### config.mk
export PLATFORM = sky130hd
export DESIGN_NAME = accel_double_tap_detector
export DESIGN_NICKNAME = d
export VERILOG_FILES = /design/src/sv/adt_pkg.sv /design/src/sv/adt_ram.sv /design/src/sv/adt_sad_unit.sv /design/src/sv/accel_double_tap_detector.sv
export VERILOG_INCLUDE_DIRS = /design/src /design/src/sv
export SDC_FILE = /design/constraint.sdc
export NUM_CORES = 1
export LEC_CHECK = 0
export BUFFER_PORTS_ARGS = -buffer_cell sky130_fd_sc_hd__buf_2
export CELL_PAD_IN_SITES_DETAIL_PLACEMENT = 0
export CELL_PAD_IN_SITES_GLOBAL_PLACEMENT = 1
export CORE_AREA = 2 2 252 254
export CTS_BUF_LIST = sky130_fd_sc_hd__clkbuf_16
export DETAILED_ROUTE_END_ITERATION = 12
export DIE_AREA = 0 0 254 256
export GPL_TIMING_DRIVEN = 0
export HOLD_SLACK_MARGIN = 0.06
export PLACE_DENSITY = 0.76
export SETUP_SLACK_MARGIN = 0.05
export SYNTH_ARGS = -nofsm -noshare
export SYNTH_HDL_FRONTEND = slang
export SYNTH_SLANG_ARGS = --single-unit
### constraint.sdc
create_clock -name clk_i -period 7.8 [get_ports clk_i]
set_clock_uncertainty 0.15 [all_clocks]
set_input_delay 0.78 -clock clk_i [delete_from_list [all_inputs] [get_ports clk_i]]
set_output_delay 0.78 -clock clk_i [all_outputs]
set_load 0.03 [all_outputs]
### src/sv/accel_double_tap_detector_defines.svh
// Assertion macros shared by the double tap detector RTL.
// Define ASSERT_OFF to compile every check away.
`ifndef ACCEL_DOUBLE_TAP_DETECTOR_DEFINES_SVH
`define ACCEL_DOUBLE_TAP_DETECTOR_DEFINES_SVH

`ifndef ASSERT_OFF
// Checked property, ignored while reset is low.
`define ADT_ASSERT(lbl, clk, rst_n, prop, msg) \
  lbl: assert property (@(posedge clk) disable iff (!rst_n) prop) else $error(msg);
// Checked property that must hold at every edge, reset included.
`define ADT_ASSERT_ALWAYS(lbl, clk, prop, msg) \
  lbl: assert property (@(posedge clk) prop) else $error(msg);
`else
`define ADT_ASSERT(lbl, clk, rst_n, prop, msg)
`define ADT_ASSERT_ALWAYS(lbl, clk, prop, msg)
`endif

`endif

### src/sv/adt_pkg.sv
package adt_pkg;

  localparam int WINDOW_DEPTH = 32;
  localparam int KERNEL_PAIRS = 8;
  localparam int SAMPLE_BITS  = 16;

  localparam int PTR_W  = $clog2(WINDOW_DEPTH);
  localparam int KCNT_W = $clog2(KERNEL_PAIRS + 1);
  localparam int SUM_W  = SAMPLE_BITS + KCNT_W;

  // Configuration register indexes; the byte address is the index times 4
  typedef enum logic [1:0] {
    REG_MIN_DELTA    = 2'd0,
    REG_SETTLE_DELTA = 2'd1,
    REG_TAPS_NEEDED  = 2'd2,
    REG_FILL_VALUE   = 2'd3
  } reg_idx_e;

  // Sum accumulator control, sequencer to shared unit
  typedef struct packed {
    logic load;   // start a new sum from the fresh sample
    logic accum;  // add |prev - sample| and hold the sample as prev
  } acc_ctrl_t;

endpackage

### src/sv/adt_ram.sv
module adt_ram #(
  parameter int WIDTH = 16,
  parameter int DEPTH = 32
) (
  input  logic                     clk_i,
  input  logic                     we_i,
  input  logic [$clog2(DEPTH)-1:0] waddr_i,
  input  logic [WIDTH-1:0]         wdata_i,
  input  logic                     re_i,
  input  logic [$clog2(DEPTH)-1:0] raddr_i,
  output logic [WIDTH-1:0]         rdata_o
);

  logic [WIDTH-1:0] mem_q [DEPTH];
  logic [WIDTH-1:0] rdata_q;

  always_ff @(posedge clk_i) begin
    if (we_i) begin
      mem_q[waddr_i] <= wdata_i;
    end
    if (re_i) begin
      rdata_q <= mem_q[raddr_i];
    end
  end

  assign rdata_o = rdata_q;

endmodule

### src/sv/adt_sad_unit.sv
module adt_sad_unit import adt_pkg::*; (
  input  logic                   clk_i,
  input  acc_ctrl_t              ctrl_i,
  input  logic [SAMPLE_BITS-1:0] sample_i,
  output logic [SUM_W-1:0]       sum_o
);

  logic [SAMPLE_BITS-1:0] prev_q;
  logic [SUM_W-1:0]       sum_q;
  logic [SAMPLE_BITS-1:0] diff;

  // Absolute difference of the neighboring pair
  assign diff = (sample_i >= prev_q) ? (sample_i - prev_q) : (prev_q - sample_i);

  always_ff @(posedge clk_i) begin
    if (ctrl_i.load) begin
      prev_q <= sample_i;
      sum_q  <= '0;
    end else if (ctrl_i.accum) begin
      prev_q <= sample_i;
      sum_q  <= sum_q + SUM_W'(diff);
    end
  end

  assign sum_o = sum_q;

endmodule

### src/sv/accel_double_tap_detector.sv
// Double tap detector for accelerometer magnitude samples.
// Input stream (s_axis): one 16-bit magnitude per transaction in tdata.
// Output stream (m_axis): one result per input transaction, tdata bit 0 is
// double_tap, bit 1 tap_start, bit 2 settling, bits 7:3 zero.
// Configuration: APB registers min_delta (0x0), settle_delta (0x4),
// taps_needed (0x8) and fill_value (0xC); write them only while idle.
// Each sample goes into a 32-entry window RAM; one shared abs-diff
// accumulator then walks the 8 neighboring pairs behind it, one RAM read
// and one accumulate per pair (separate states, as the RAM read port is
// registered), followed by the decision state.
// The output register is loaded as the decision state completes. s_axis
// tready is high only while the sequencer is idle, so a new sample is not
// taken until the last one is decided.
// A stalled m_axis holds its result; the decision cycle waits until the
// output register is free, so no result is lost.
// Reset: registers return to their defaults, the window reads as the fill
// value, all tap marks clear, the detector is armed. No clearing pass is
// needed: window refills just clear the per-entry valid bits.
module accel_double_tap_detector import adt_pkg::*; (
  input  logic        clk_i,
  input  logic        rst_ni,
  // input stream
  input  logic        s_axis_tvalid,
  output logic        s_axis_tready,
  input  logic [15:0] s_axis_tdata,   // [15:0] magnitude
  // output stream
  output logic        m_axis_tvalid,
  input  logic        m_axis_tready,
  output logic [7:0]  m_axis_tdata,   // [0] double_tap, [1] tap_start, [2] settling
  // configuration
  input  logic        psel,
  input  logic        penable,
  input  logic        pwrite,
  input  logic [3:0]  paddr,
  input  logic [31:0] pwdata,
  output logic [31:0] prdata,
  output logic        pready
);

  `include "accel_double_tap_detector_defines.svh"

  localparam int DELTA_W  = 16;
  localparam int TARGET_W = 6;
  localparam int CNT_W    = 6;
  localparam int THR_W    = DELTA_W + KCNT_W;
  localparam int CMP_W    = (SUM_W > THR_W) ? SUM_W : THR_W;

  localparam logic [DELTA_W-1:0]  MIN_DELTA_RST    = 16'd500;
  localparam logic [DELTA_W-1:0]  SETTLE_DELTA_RST = 16'd800;
  localparam logic [TARGET_W-1:0] TAPS_NEEDED_RST  = 6'd2;
  localparam logic [DELTA_W-1:0]  FILL_VALUE_RST   = 16'd8234;
  localparam logic [CNT_W-1:0]    COUNT_MAX        = '1;
  localparam logic [PTR_W-1:0]    PTR_LAST         = PTR_W'(WINDOW_DEPTH - 1);

  typedef enum logic [1:0] {
    S_IDLE,
    S_READ,
    S_ACC,
    S_DECIDE
  } state_e;

  // Configuration registers
  logic [DELTA_W-1:0]  min_delta_q, settle_delta_q, fill_value_q;
  logic [TARGET_W-1:0] taps_needed_q;
  reg_idx_e            reg_idx;
  logic                cfg_wr;

  // Sequencer and detector state
  state_e                 state_q;
  logic [PTR_W-1:0]       wp_q, rd_ptr_q;
  logic [KCNT_W-1:0]      k_q;
  logic [CNT_W-1:0]       cnt_q;
  logic                   settle_q;
  logic [WINDOW_DEPTH-1:0] vld_q;   // window entry written since last refill
  logic [WINDOW_DEPTH-1:0] mark_q;  // tap marks
  logic [SAMPLE_BITS-1:0] fill_q;   // value an unwritten entry reads as
  logic                   vld_rd_q;

  // Output register
  logic out_vld_q, out_dbl_q, out_tap_q, out_set_q;

  // Datapath
  logic [SAMPLE_BITS-1:0] sample_in, ram_rdata, unit_din;
  logic [SUM_W-1:0]       sum;
  acc_ctrl_t              acc_ctrl;
  logic                   in_fire, advance;

  // Decision
  logic [CMP_W-1:0] sum_x, thr_min, thr_set;
  logic [PTR_W-1:0] wp_nx, rd_nx;
  logic [CNT_W-1:0] cnt_inc, cnt_dec;
  logic             tap, settle_end, dbl, refill, settle_nx;

  //--------------------------------------------------------------------------
  // APB: always ready, zero wait states
  //--------------------------------------------------------------------------
  assign pready  = 1'b1;
  assign reg_idx = reg_idx_e'(paddr[3:2]);
  assign cfg_wr  = psel && penable && pwrite;

  always_comb begin
    unique case (reg_idx)
      REG_MIN_DELTA:    prdata = 32'(min_delta_q);
      REG_SETTLE_DELTA: prdata = 32'(settle_delta_q);
      REG_TAPS_NEEDED:  prdata = 32'(taps_needed_q);
      REG_FILL_VALUE:   prdata = 32'(fill_value_q);
      default:          prdata = '0;
    endcase
  end

  always_ff @(posedge clk_i or negedge rst_ni) begin
    if (!rst_ni) begin
      min_delta_q    <= MIN_DELTA_RST;
      settle_delta_q <= SETTLE_DELTA_RST;
      taps_needed_q  <= TAPS_NEEDED_RST;
      fill_value_q   <= FILL_VALUE_RST;
    end else if (cfg_wr) begin
      unique case (reg_idx)
        REG_MIN_DELTA:    min_delta_q    <= pwdata[DELTA_W-1:0];
        REG_SETTLE_DELTA: settle_delta_q <= pwdata[DELTA_W-1:0];
        REG_TAPS_NEEDED:  taps_needed_q  <= pwdata[TARGET_W-1:0];
        REG_FILL_VALUE:   fill_value_q   <= pwdata[DELTA_W-1:0];
        default: ;
      endcase
    end
  end

  //--------------------------------------------------------------------------
  // Handshakes
  //--------------------------------------------------------------------------
  assign s_axis_tready = (state_q == S_IDLE);
  assign in_fire       = s_axis_tvalid && s_axis_tready;
  // Decision may proceed once the output register is free or being drained
  assign advance       = (state_q == S_DECIDE) && (!out_vld_q || m_axis_tready);

  assign m_axis_tvalid = out_vld_q;
  assign m_axis_tdata  = {5'b0, out_set_q, out_tap_q, out_dbl_q};

  //--------------------------------------------------------------------------
  // Window RAM and shared abs-diff accumulator
  //--------------------------------------------------------------------------
  assign sample_in = SAMPLE_BITS'(s_axis_tdata);

  adt_ram #(
    .WIDTH (SAMPLE_BITS),
    .DEPTH (WINDOW_DEPTH)
  ) u_window (
    .clk_i   (clk_i),
    .we_i    (in_fire),
    .waddr_i (wp_q),
    .wdata_i (sample_in),
    .re_i    (state_q == S_READ),
    .raddr_i (rd_ptr_q),
    .rdata_o (ram_rdata)
  );

  // An entry not written since the last refill reads as the fill value
  assign unit_din = (state_q == S_IDLE) ? sample_in :
                    (vld_rd_q ? ram_rdata : fill_q);

  assign acc_ctrl.load  = in_fire;
  assign acc_ctrl.accum = (state_q == S_ACC);

  adt_sad_unit u_sad (
    .clk_i    (clk_i),
    .ctrl_i   (acc_ctrl),
    .sample_i (unit_din),
    .sum_o    (sum)
  );

  //--------------------------------------------------------------------------
  // Mode decision, count update, double tap test
  //--------------------------------------------------------------------------
  assign wp_nx = (wp_q == PTR_LAST) ? '0 : wp_q + 1'b1;
  assign rd_nx = (rd_ptr_q == '0) ? PTR_LAST : rd_ptr_q - 1'b1;

  always_comb begin
    sum_x      = CMP_W'(sum);
    thr_min    = CMP_W'(THR_W'(min_delta_q) * THR_W'(KERNEL_PAIRS));
    thr_set    = CMP_W'(THR_W'(settle_delta_q) * THR_W'(KERNEL_PAIRS));
    tap        = !settle_q && (sum_x > thr_min);
    settle_end = settle_q && (sum_x < thr_set);
    settle_nx  = tap ? 1'b1 : (settle_end ? 1'b0 : settle_q);
    // Saturate on a new tap, then drop the mark aging out at the next slot
    cnt_inc    = (tap && (cnt_q != COUNT_MAX)) ? cnt_q + 1'b1 : cnt_q;
    cnt_dec    = ((cnt_inc != '0) && mark_q[wp_nx]) ? cnt_inc - 1'b1 : cnt_inc;
    dbl        = (cnt_dec >= taps_needed_q);
    refill     = settle_end || dbl;
  end

  //--------------------------------------------------------------------------
  // Sequencer
  //--------------------------------------------------------------------------
  always_ff @(posedge clk_i or negedge rst_ni) begin
    if (!rst_ni) begin
      state_q   <= S_IDLE;
      wp_q      <= '0;
      rd_ptr_q  <= '0;
      k_q       <= '0;
      cnt_q     <= '0;
      settle_q  <= 1'b0;
      vld_q     <= '0;
      mark_q    <= '0;
      fill_q    <= SAMPLE_BITS'(FILL_VALUE_RST);
      vld_rd_q  <= 1'b0;
      out_vld_q <= 1'b0;
      out_dbl_q <= 1'b0;
      out_tap_q <= 1'b0;
      out_set_q <= 1'b0;
    end else begin
      // Drop a taken result unless the decision reloads the register now
      if (m_axis_tvalid && m_axis_tready && !advance) begin
        out_vld_q <= 1'b0;
      end
      unique case (state_q)
        S_IDLE: begin
          if (in_fire) begin
            vld_q[wp_q] <= 1'b1;
            rd_ptr_q    <= (wp_q == '0) ? PTR_LAST : wp_q - 1'b1;
            k_q         <= KCNT_W'(1);
            state_q     <= S_READ;
          end
        end
        S_READ: begin
          vld_rd_q <= vld_q[rd_ptr_q];
          state_q  <= S_ACC;
        end
        S_ACC: begin
          rd_ptr_q <= rd_nx;
          if (k_q == KCNT_W'(KERNEL_PAIRS)) begin
            state_q <= S_DECIDE;
          end else begin
            k_q     <= k_q + 1'b1;
            state_q <= S_READ;
          end
        end
        S_DECIDE: begin
          if (advance) begin
            mark_q[wp_q] <= tap;
            wp_q         <= wp_nx;
            settle_q     <= settle_nx;
            cnt_q        <= dbl ? '0 : cnt_dec;
            if (refill) begin
              vld_q  <= '0;
              fill_q <= SAMPLE_BITS'(fill_value_q);
            end
            out_vld_q <= 1'b1;
            out_dbl_q <= dbl;
            out_tap_q <= tap;
            out_set_q <= settle_nx;
            state_q   <= S_IDLE;
          end
        end
        default: state_q <= S_IDLE;
      endcase
    end
  end

  //--------------------------------------------------------------------------
  // Assertions
  //--------------------------------------------------------------------------
  `ADT_ASSERT(a_fire_starts_walk, clk_i, rst_ni, in_fire |=> (state_q == S_READ) && (k_q == KCNT_W'(1)), "accepted sample did not start the pair walk")
  `ADT_ASSERT(a_pair_count_range, clk_i, rst_ni, (state_q == S_ACC) |-> (k_q != '0) && (k_q <= KCNT_W'(KERNEL_PAIRS)), "pair counter out of range")
  `ADT_ASSERT(a_result_from_decide, clk_i, rst_ni, $rose(out_vld_q) |-> $past(state_q == S_DECIDE), "result appeared outside the decision cycle")
  `ADT_ASSERT(a_dbl_clears_count, clk_i, rst_ni, (advance && dbl) |=> (cnt_q == '0) && out_dbl_q, "double tap did not clear the tap count")
  `ADT_ASSERT_ALWAYS(a_tap_implies_settle, clk_i, (out_vld_q && out_tap_q) |-> out_set_q, "new tap reported without settling")

endmodule

==> metrics.txt, run 1 <==
Worst Tran Pin Value=1.128 ns; worst path arrival time=7.63 ns; RePlAce Congestion=a little under 0.9; critical path endpoint category=flop; power per cell area=between 400 and 500 mW/mm^2; I/O pins=102; vias in the first global route=19830; Vias/cell=between 5 and 6; pin count of the biggest net entering global routing=approximately 120; multi-input gate area in the final layout=roughly 0.011 mm^2; Top cell by count, worst path=ha_1; 1st-pass router iterations=5; Synth Instances=2134; First DRT Iteration DRCs=roughly 1700; CTS H-tree depth=3; Synth area leaders=edfxtp_1 (50%), mux4_2 (12%), dfrtp_1 (11%); hold_sp=pwdata[9]; R2R Path End=fill_q[0]; Synth Area per Inst=15.34 um^2; Metal-1 WL=between 30000 and 40000 um; CTS tree=built; Crit-path slowest cell=nor4_2; WHS Endpoint=settle_delta_q[9]; r2r worst-path depth=24; warnings from Yosys=0; maximum VDD drop=around 280 uV; Post-DP HPWL=roughly 59000 um; Max Fclk=around 140 MHz; Synth area leader=edfxtp_1; global-route wire length before repair=between 100000 and 150000 um; Synth top area share=around half; Area growth syn-to-layout=14.38%; residual overflow from global routing=0; Initial Utilization=52.48%; Fin. Hold Viols=0; Worst-Skew Late Latency=0.64 ns; Core Region=about 0.062 mm^2; Synth Cell Area=approximately 0.033 mm^2; critical path launch point type=flop; RSZ-0062 raised after global routing=no; share of cells above drive strength 1=22.78%; R2R Setup Slk=between 0.5 and 0.6 ns; input/output buffers=between 60 and 70; hold depth=3; Total Wirelength=83600 um; CP max FO=10; Final min period=just over 7 ns; Post-synth EDFFs=~540; HP Class=in -> reg; WL met2=about 42000 um; P_leak=between 10 and 15 nW; setup violators final=0; antenna violations before repair=2; Die Ht=256 um; Async S/R FF share, synth=22.21%; Routed met3 length=5272 um; DP Worst Slack=-0.2611 ns; Max Slew Vio Count=0; vias=between 15000 and 20000; critical path's largest stage delay=between 0.6 and 0.7 ns; status=completed; Design Area, Final=0.03745 mm^2; synth unique cells=80; crit-path cells=ha_1, nand4b_2, nor4_2, a2111o_1, o31ai_1, buf_2, nor2_2, mux2i_1, ha_1, inv_1, or3_1, mux2i_1, a21oi_2, xor2_1, ha_1, nand2b_1, a21o_1, a21o_1, a21oi_1, o21ai_1, a22oi_1, o21a_1, clkbuf_1, mux2_2; Seq/Total Area, Yosys=a little under two thirds; Setup Fix Bufs, Post-CTS=0; Total GRT Usage=about a quarter; critical path required time=between 8 and 9 ns; Routed WL per cell=25.82 um; row count=92; Max-Slew Margin vs Limit=approximately a quarter; max layer used=met5; CTS buffer count=77; n_diodes=0; Seq. cell area=between 0.02 and 0.025 mm^2; antenna-violating nets left=0; count leader, synth=edfxtp_1; worst setup margin=0.5234 ns; Post-synth top cells=edfxtp_1 (544), mux4_2 (179), dfrtp_1 (143); DRC violations left=0; placed inst area=0.03486 mm^2; Seq cells post-synth=around 730; die width=around 250 um; Max Cap Viol=0; Reg clk slew, reported paths=about 0.060 ns; layout filler cell count=roughly 4700; clk root buf=clkbuf_16; nets@finish=approximately 2500; FF-to-FF Start=u_sad.sum_o[17]; Max Root-Sink Buffers=3; die footprint=0.06502 mm^2; critical path class=reg -> reg; fin util=60.03%; Final Cycle Share=between 90% and 100%; CTS Sinks=about 730; Top FF cell, synth=edfxtp_1
[cells by family (layout without fill, tap and decap cells)]
group | Yosys count | after routing | synth area share, %
compound gates | 405 | 405 | 8.070
flops | 725 | 725 | 63.48
fa+ha+maj | 98 | 98 | 3.814
xor+xnor | 39 | 39 | 1.066
mux | 269 | 269 | 15.28
other cells | 2 | 22 | 0.02294
buf+inv | 242 | 480 | 3.095
simple gates | 354 | 354 | 5.166
[critical path, delay by kind of cell (launching register included)]
kind,cells,cell delay [ns]
buffers and inverters,3,0.94
AO/OA/AOI/OAI,9,1.96
AND/OR/NAND/NOR,5,1.59
multiplexers,3,1.02
XOR/XNOR,1,0.22
adder cells (fa/ha/maj),3,0.87
flip-flops,1,0.39
[worst max path at each step]
stage,slack (ns),end,startpoint
6_report,0.52,fill_q[0],u_sad.sum_o[17]
4_1_cts,0.22,u_sad.sum_o[16],vld_rd_q
5_1_grt,0.05,u_sad.sum_o[19],state_q[1]
2_1_floorplan,1.63,u_sad.sum_o[19],state_q[1]
3_3_place_gp,-0.33,u_sad.sum_o[18],vld_rd_q
3_5_place_dp,-0.26,u_sad.sum_o[16],vld_rd_q
[per-layer routing]
| metal | track usage, % | vias to the layer above |
|---|---|---|
| met5 | 0 | - |
| met1 | 34.14 | 9929 |
| met4 | 8.072 | 6 |
| met3 | 4.627 | 137 |
| li1 | - | 8620 |
| met2 | 44.52 | 671 |
[per-stage QoR]
stage | hold slack (ns) | std cells | TNS, ns | power (mW)
6_report | 0.2525 | 3238 | 0 | 15.72
5_1_grt | 0.2363 | 3238 | 0 | 16.58
4_1_cts | 0.2219 | 3238 | 0 | 15.75
3_5_place_dp | 0.3253 | 3094 | -0.6873 | 11.98
3_3_place_gp | 0.3181 | 3061 | -1.158 | 11.86
2_1_floorplan | 0.2938 | 2154 | 0 | 9.980
[placed cells by master, fill, tap and decap left out, types with 9 or more instances in the layout]
| cell | Yosys | layout |
|---|---|---|
| conb_1 | 2 | 22 |
| a21o_1 | 32 | 32 |
| o211ai_1 | 9 | 9 |
| clkbuf_1 | 89 | 87 |
| mux2_2 | 55 | 55 |
| bufinv_16 | 0 | 9 |
| mux4_2 | 179 | 179 |
| xor2_1 | 16 | 16 |
| clkinv_2 | 0 | 16 |
| dfxtp_1 | 20 | 20 |
| buf_8 | 0 | 25 |
| nand4_1 | 10 | 10 |
| or3_1 | 12 | 12 |
| nor2_2 | 2 | 33 |
| mux2i_1 | 33 | 33 |
| dfstp_2 | 18 | 18 |
| o31ai_1 | 34 | 34 |
| ha_1 | 95 | 95 |
| inv_1 | 102 | 114 |
| nand3_1 | 33 | 33 |
| clkinv_1 | 0 | 15 |
| o21ai_0 | 124 | 124 |
| nor3_1 | 15 | 14 |
| buf_2 | 9 | 69 |
| nand2b_1 | 15 | 15 |
| clkbuf_16 | 0 | 78 |
| buf_1 | 17 | 17 |
| a21oi_1 | 60 | 60 |
| a22o_1 | 14 | 14 |
| nor2b_1 | 12 | 11 |
| edfxtp_1 | 544 | 544 |
| o21a_1 | 54 | 54 |
| nand2_1 | 135 | 135 |
| xnor2_1 | 22 | 22 |
| nor2_1 | 74 | 43 |
| buf_4 | 25 | 25 |
| dfrtp_1 | 143 | 143 |
[repair_timing]
item,4_1_cts,5_1_grt
hold buffers,1,0
resized for setup,3,6
hold endpoints to repair,40,0
setup endpoints to repair,5,36
[report_power, final]
group / switching (mW) / internal (mW)
sequential: 0.245 / 4.50
combinational: 4.21 / 3.06
clock: 1.57 / 2.14
total: 6.02 / 9.70
[sequential cells by signal (all words and copies together) (netlist names), 2 cells and up]
signal and flops:
taps_needed_q 6, fill_value_q 16, u_window.rdata_o 16, wp_q 5, min_delta_q 16, u_sad.prev_q 16, rd_ptr_q 5, state_q 2
fill_q 16, cnt_q 6, settle_delta_q 16, k_q 4, mark_q 32, u_window.mem_q 512, u_sad.sum_o 20, vld_q 32
[cell type report]
cell class,instances,area share [%]
Clock inverter,65,1.637
Clock buffer,78,5.211
Tap cell,846,2.826
Inverter,102,1.022
Timing Repair Buffer,95,2.405
Buffer,140,1.690
Multi-Input combinational cell,1187,29.71
Sequential cell,725,55.50
(Power assumes the default switching activity.)
==> run 2: changes to the inputs <==
==> constraint.sdc (replaced) <==
create_clock -name clk_i -period 7.8 [get_ports clk_i]
set_clock_uncertainty 0.15 [all_clocks]
set_input_delay 0 -clock clk_i [delete_from_list [all_inputs] [get_ports clk_i]]
set_output_delay 0 -clock clk_i [all_outputs]
set_load 0.03 [all_outputs]
==> run 2 against run 1 <==
Net effect:
- routed wire length increased by 1.3%
- critical endpoint unchanged
- highest routed layer unchanged
- register-to-register slack got worse by 0.06 ns
- first-iteration DRC count grew 3.1%
- via count up 1.9%
- combinational power is 0.6% higher
- global-route usage up 0.38 points
- critical path type unchanged
- largest cell class unchanged
==> metrics.txt, run 2 (synthesis results as in run 1) <==
power per cell area=412.5 mW/mm^2; R2R Path End=fill_q[0]; Core Region=a little over 0.06 mm^2; share of cells above drive strength 1=around 22%; 1st-pass router iterations=5; input/output buffers=61; vias in the first global route=20310; CP max FO=10; die footprint=0.06502 mm^2; Max Fclk=136.4 MHz; layout filler cell count=roughly 4600; critical path launch point type=flop; row count=slightly above 90; Total GRT Usage=a little over a quarter; Initial Utilization=between 50% and 60%; worst path arrival time=about 7.7 ns; Post-DP HPWL=between 50000 and 60000 um; Comb pwr share=a little under half; max FFs per register=between 500 and 600; nets@finish=approximately 2600; r2r worst-path depth=24; die width=roughly 250 um; hold_sp=m_axis_tready; CTS Sinks=725; max layer used=met5; Worst-Skew Late Latency=around 0.64 ns; CTS buffer count=77; hold depth=4; antenna-violating nets left=0; Final min period=7.333 ns; crit-path cells=ha_1, nand4b_2, nor4_2, a2111o_1, o31ai_1, buf_2, nor2_2, mux2i_1, ha_1, inv_1, or3_1, mux2i_1, a21oi_2, xor2_1, ha_1, nand2b_1, a21o_1, a21o_1, a21oi_1, o21ai_1, a22oi_1, o21a_1, clkbuf_1, mux2_2; Die Ht=between 200 and 300 um; setup violators final=0; R2R Setup Slk=0.47 ns; commonest non-fill, non-tap cell in the layout=edfxtp_1; DRC violations left=0; fin util=a little over 60%; First DRT Iteration DRCs=between 1500 and 2000; Routed WL per cell=around 26 um; switching power=between 6 and 7 mW; Max Cap Viol=0; CTS tree=built; residual overflow from global routing=0; critical path required time=about 8.2 ns; HP Class=in -> reg; Crit-path slowest cell=nor4_2; clk root buf=clkbuf_16; switching share of power=38.28%; antenna violations before repair=1; critical path's largest stage delay=approximately 0.7 ns; Final Cycle Share=roughly 94%; Sequential Power Share=30.1%; Pint=about 9.7 mW; P_leak=about 14 nW; Top cell by count, worst path=ha_1; Routed met3 length=roughly 5400 um; Max-Slew Margin vs Limit=about a quarter; critical path class=reg -> reg; critical path endpoint category=flop; Area growth syn-to-layout=16.65%; Worst Tran Pin Value=1.144 ns; Vias/cell=approximately 6; Total Wirelength=~85000 um; global-route wire length before repair=approximately 130000 um; hold_ws=0.1876 ns; Metal-1 WL=33590 um; register with the most flip-flops=u_window.mem_q; vias=19740; maximum VDD drop=288.6 uV; CTS H-tree depth=3; FF-to-FF Start=u_sad.sum_o[17]; Reg clk slew, reported paths=approximately 0.06 ns; WHS Endpoint=m_axis_tvalid; status=completed; Fin. Hold Viols=0; Clk pwr share=between 20% and 30%; WL met2=43170 um; RePlAce Congestion=about 0.88; most frequent cells in the layout=edfxtp_1 (544), mux4_2 (179), dfrtp_1 (143), nand2_1 (135), o21ai_0 (124); Max Slew Vio Count=0; Regs by FF count=u_window.mem_q: 512 flops, mark_q: 32 flops, vld_q: 32 flops; RSZ-0062 raised after global routing=no; Max Root-Sink Buffers=3; pin count of the biggest net entering global routing=~120; I/O pins=102
run 2: stage by stage:
stage	cells	worst slack (ns)	total power, mW	TNS (ns)	area, um^2
4_1_cts	3311	0.2182	15.78	0	38180
5_1_grt	3311	0.05391	16.62	0	38190
6_report	3312	0.4674	15.75	0	38200
2_1_floorplan	2154	1.631	9.980	0	32820
3_3_place_gp	3061	-0.3275	11.86	-1.158	34180
3_5_place_dp	3094	-0.2611	11.98	-0.6873	34860
run 2: worst max-delay path by stage:
stage	slack, ns	end	from
2_1_floorplan	1.63	u_sad.sum_o[19]	state_q[1]
3_3_place_gp	-0.33	u_sad.sum_o[18]	vld_rd_q
6_report	0.47	fill_q[0]	u_sad.sum_o[17]
3_5_place_dp	-0.26	u_sad.sum_o[16]	vld_rd_q
4_1_cts	0.22	u_sad.sum_o[16]	vld_rd_q
5_1_grt	0.05	u_sad.sum_o[19]	state_q[1]
run 2: final cells by class:
class / instances / area, um^2 / share of cell area (%)
well taps: 846 / 1059 / 2.771
multi-input cells: 1187 / 11130 / 29.13
flip-flops and latches: 725 / 20790 / 54.42
clock inverters: 65 / 613.1 / 1.605
repair buffers: 168 / 1642 / 4.298
clock buffers: 78 / 1952 / 5.110
plain buffers: 140 / 633.1 / 1.657
diodes: 1 / 2.502 / 0.006551
inverters: 102 / 382.9 / 1.002
run 2: power groups by stage:
stage	sequential (mW)	combinational [mW]	clock [mW]
after global placement	4.81	7.05	0
after global routing	4.77	7.94	3.91
after CTS	4.74	7.28	3.76
final	4.75	7.30	3.71
after detailed placement	4.82	7.16	0
after floorplan	4.71	5.27	0
run 2: what timing repair did:
| item | CTS | global route |
|---|---|---|
| setup endpoints to repair | 5 | 36 |
| setup buffers | 0 | 0 |
| pin swaps | 0 | 0 |
| hold buffers | 74 | 0 |
| resized for setup | 3 | 6 |
| hold endpoints to repair | 741 | 0 |
run 2: critical path: cells and delay by family, from the launching register on:
kind | cells | cell delay (ns)
DFF | 1 | 0.39
AOI/OAI and AO/OA | 9 | 1.95
and+or+nand+nor | 5 | 1.65
muxes | 3 | 1.02
buffers and inverters | 3 | 0.94
xor gates and xnor gates | 1 | 0.22
adders and majority gates | 3 | 0.88
run 2: per-layer routing:
metal | up-vias | GRT usage [%]
met4 | 4 | 8.219
li1 | 8759 | -
met1 | 10130 | 34.51
met5 | - | 0
met2 | 714 | 45.37
met3 | 135 | 4.576
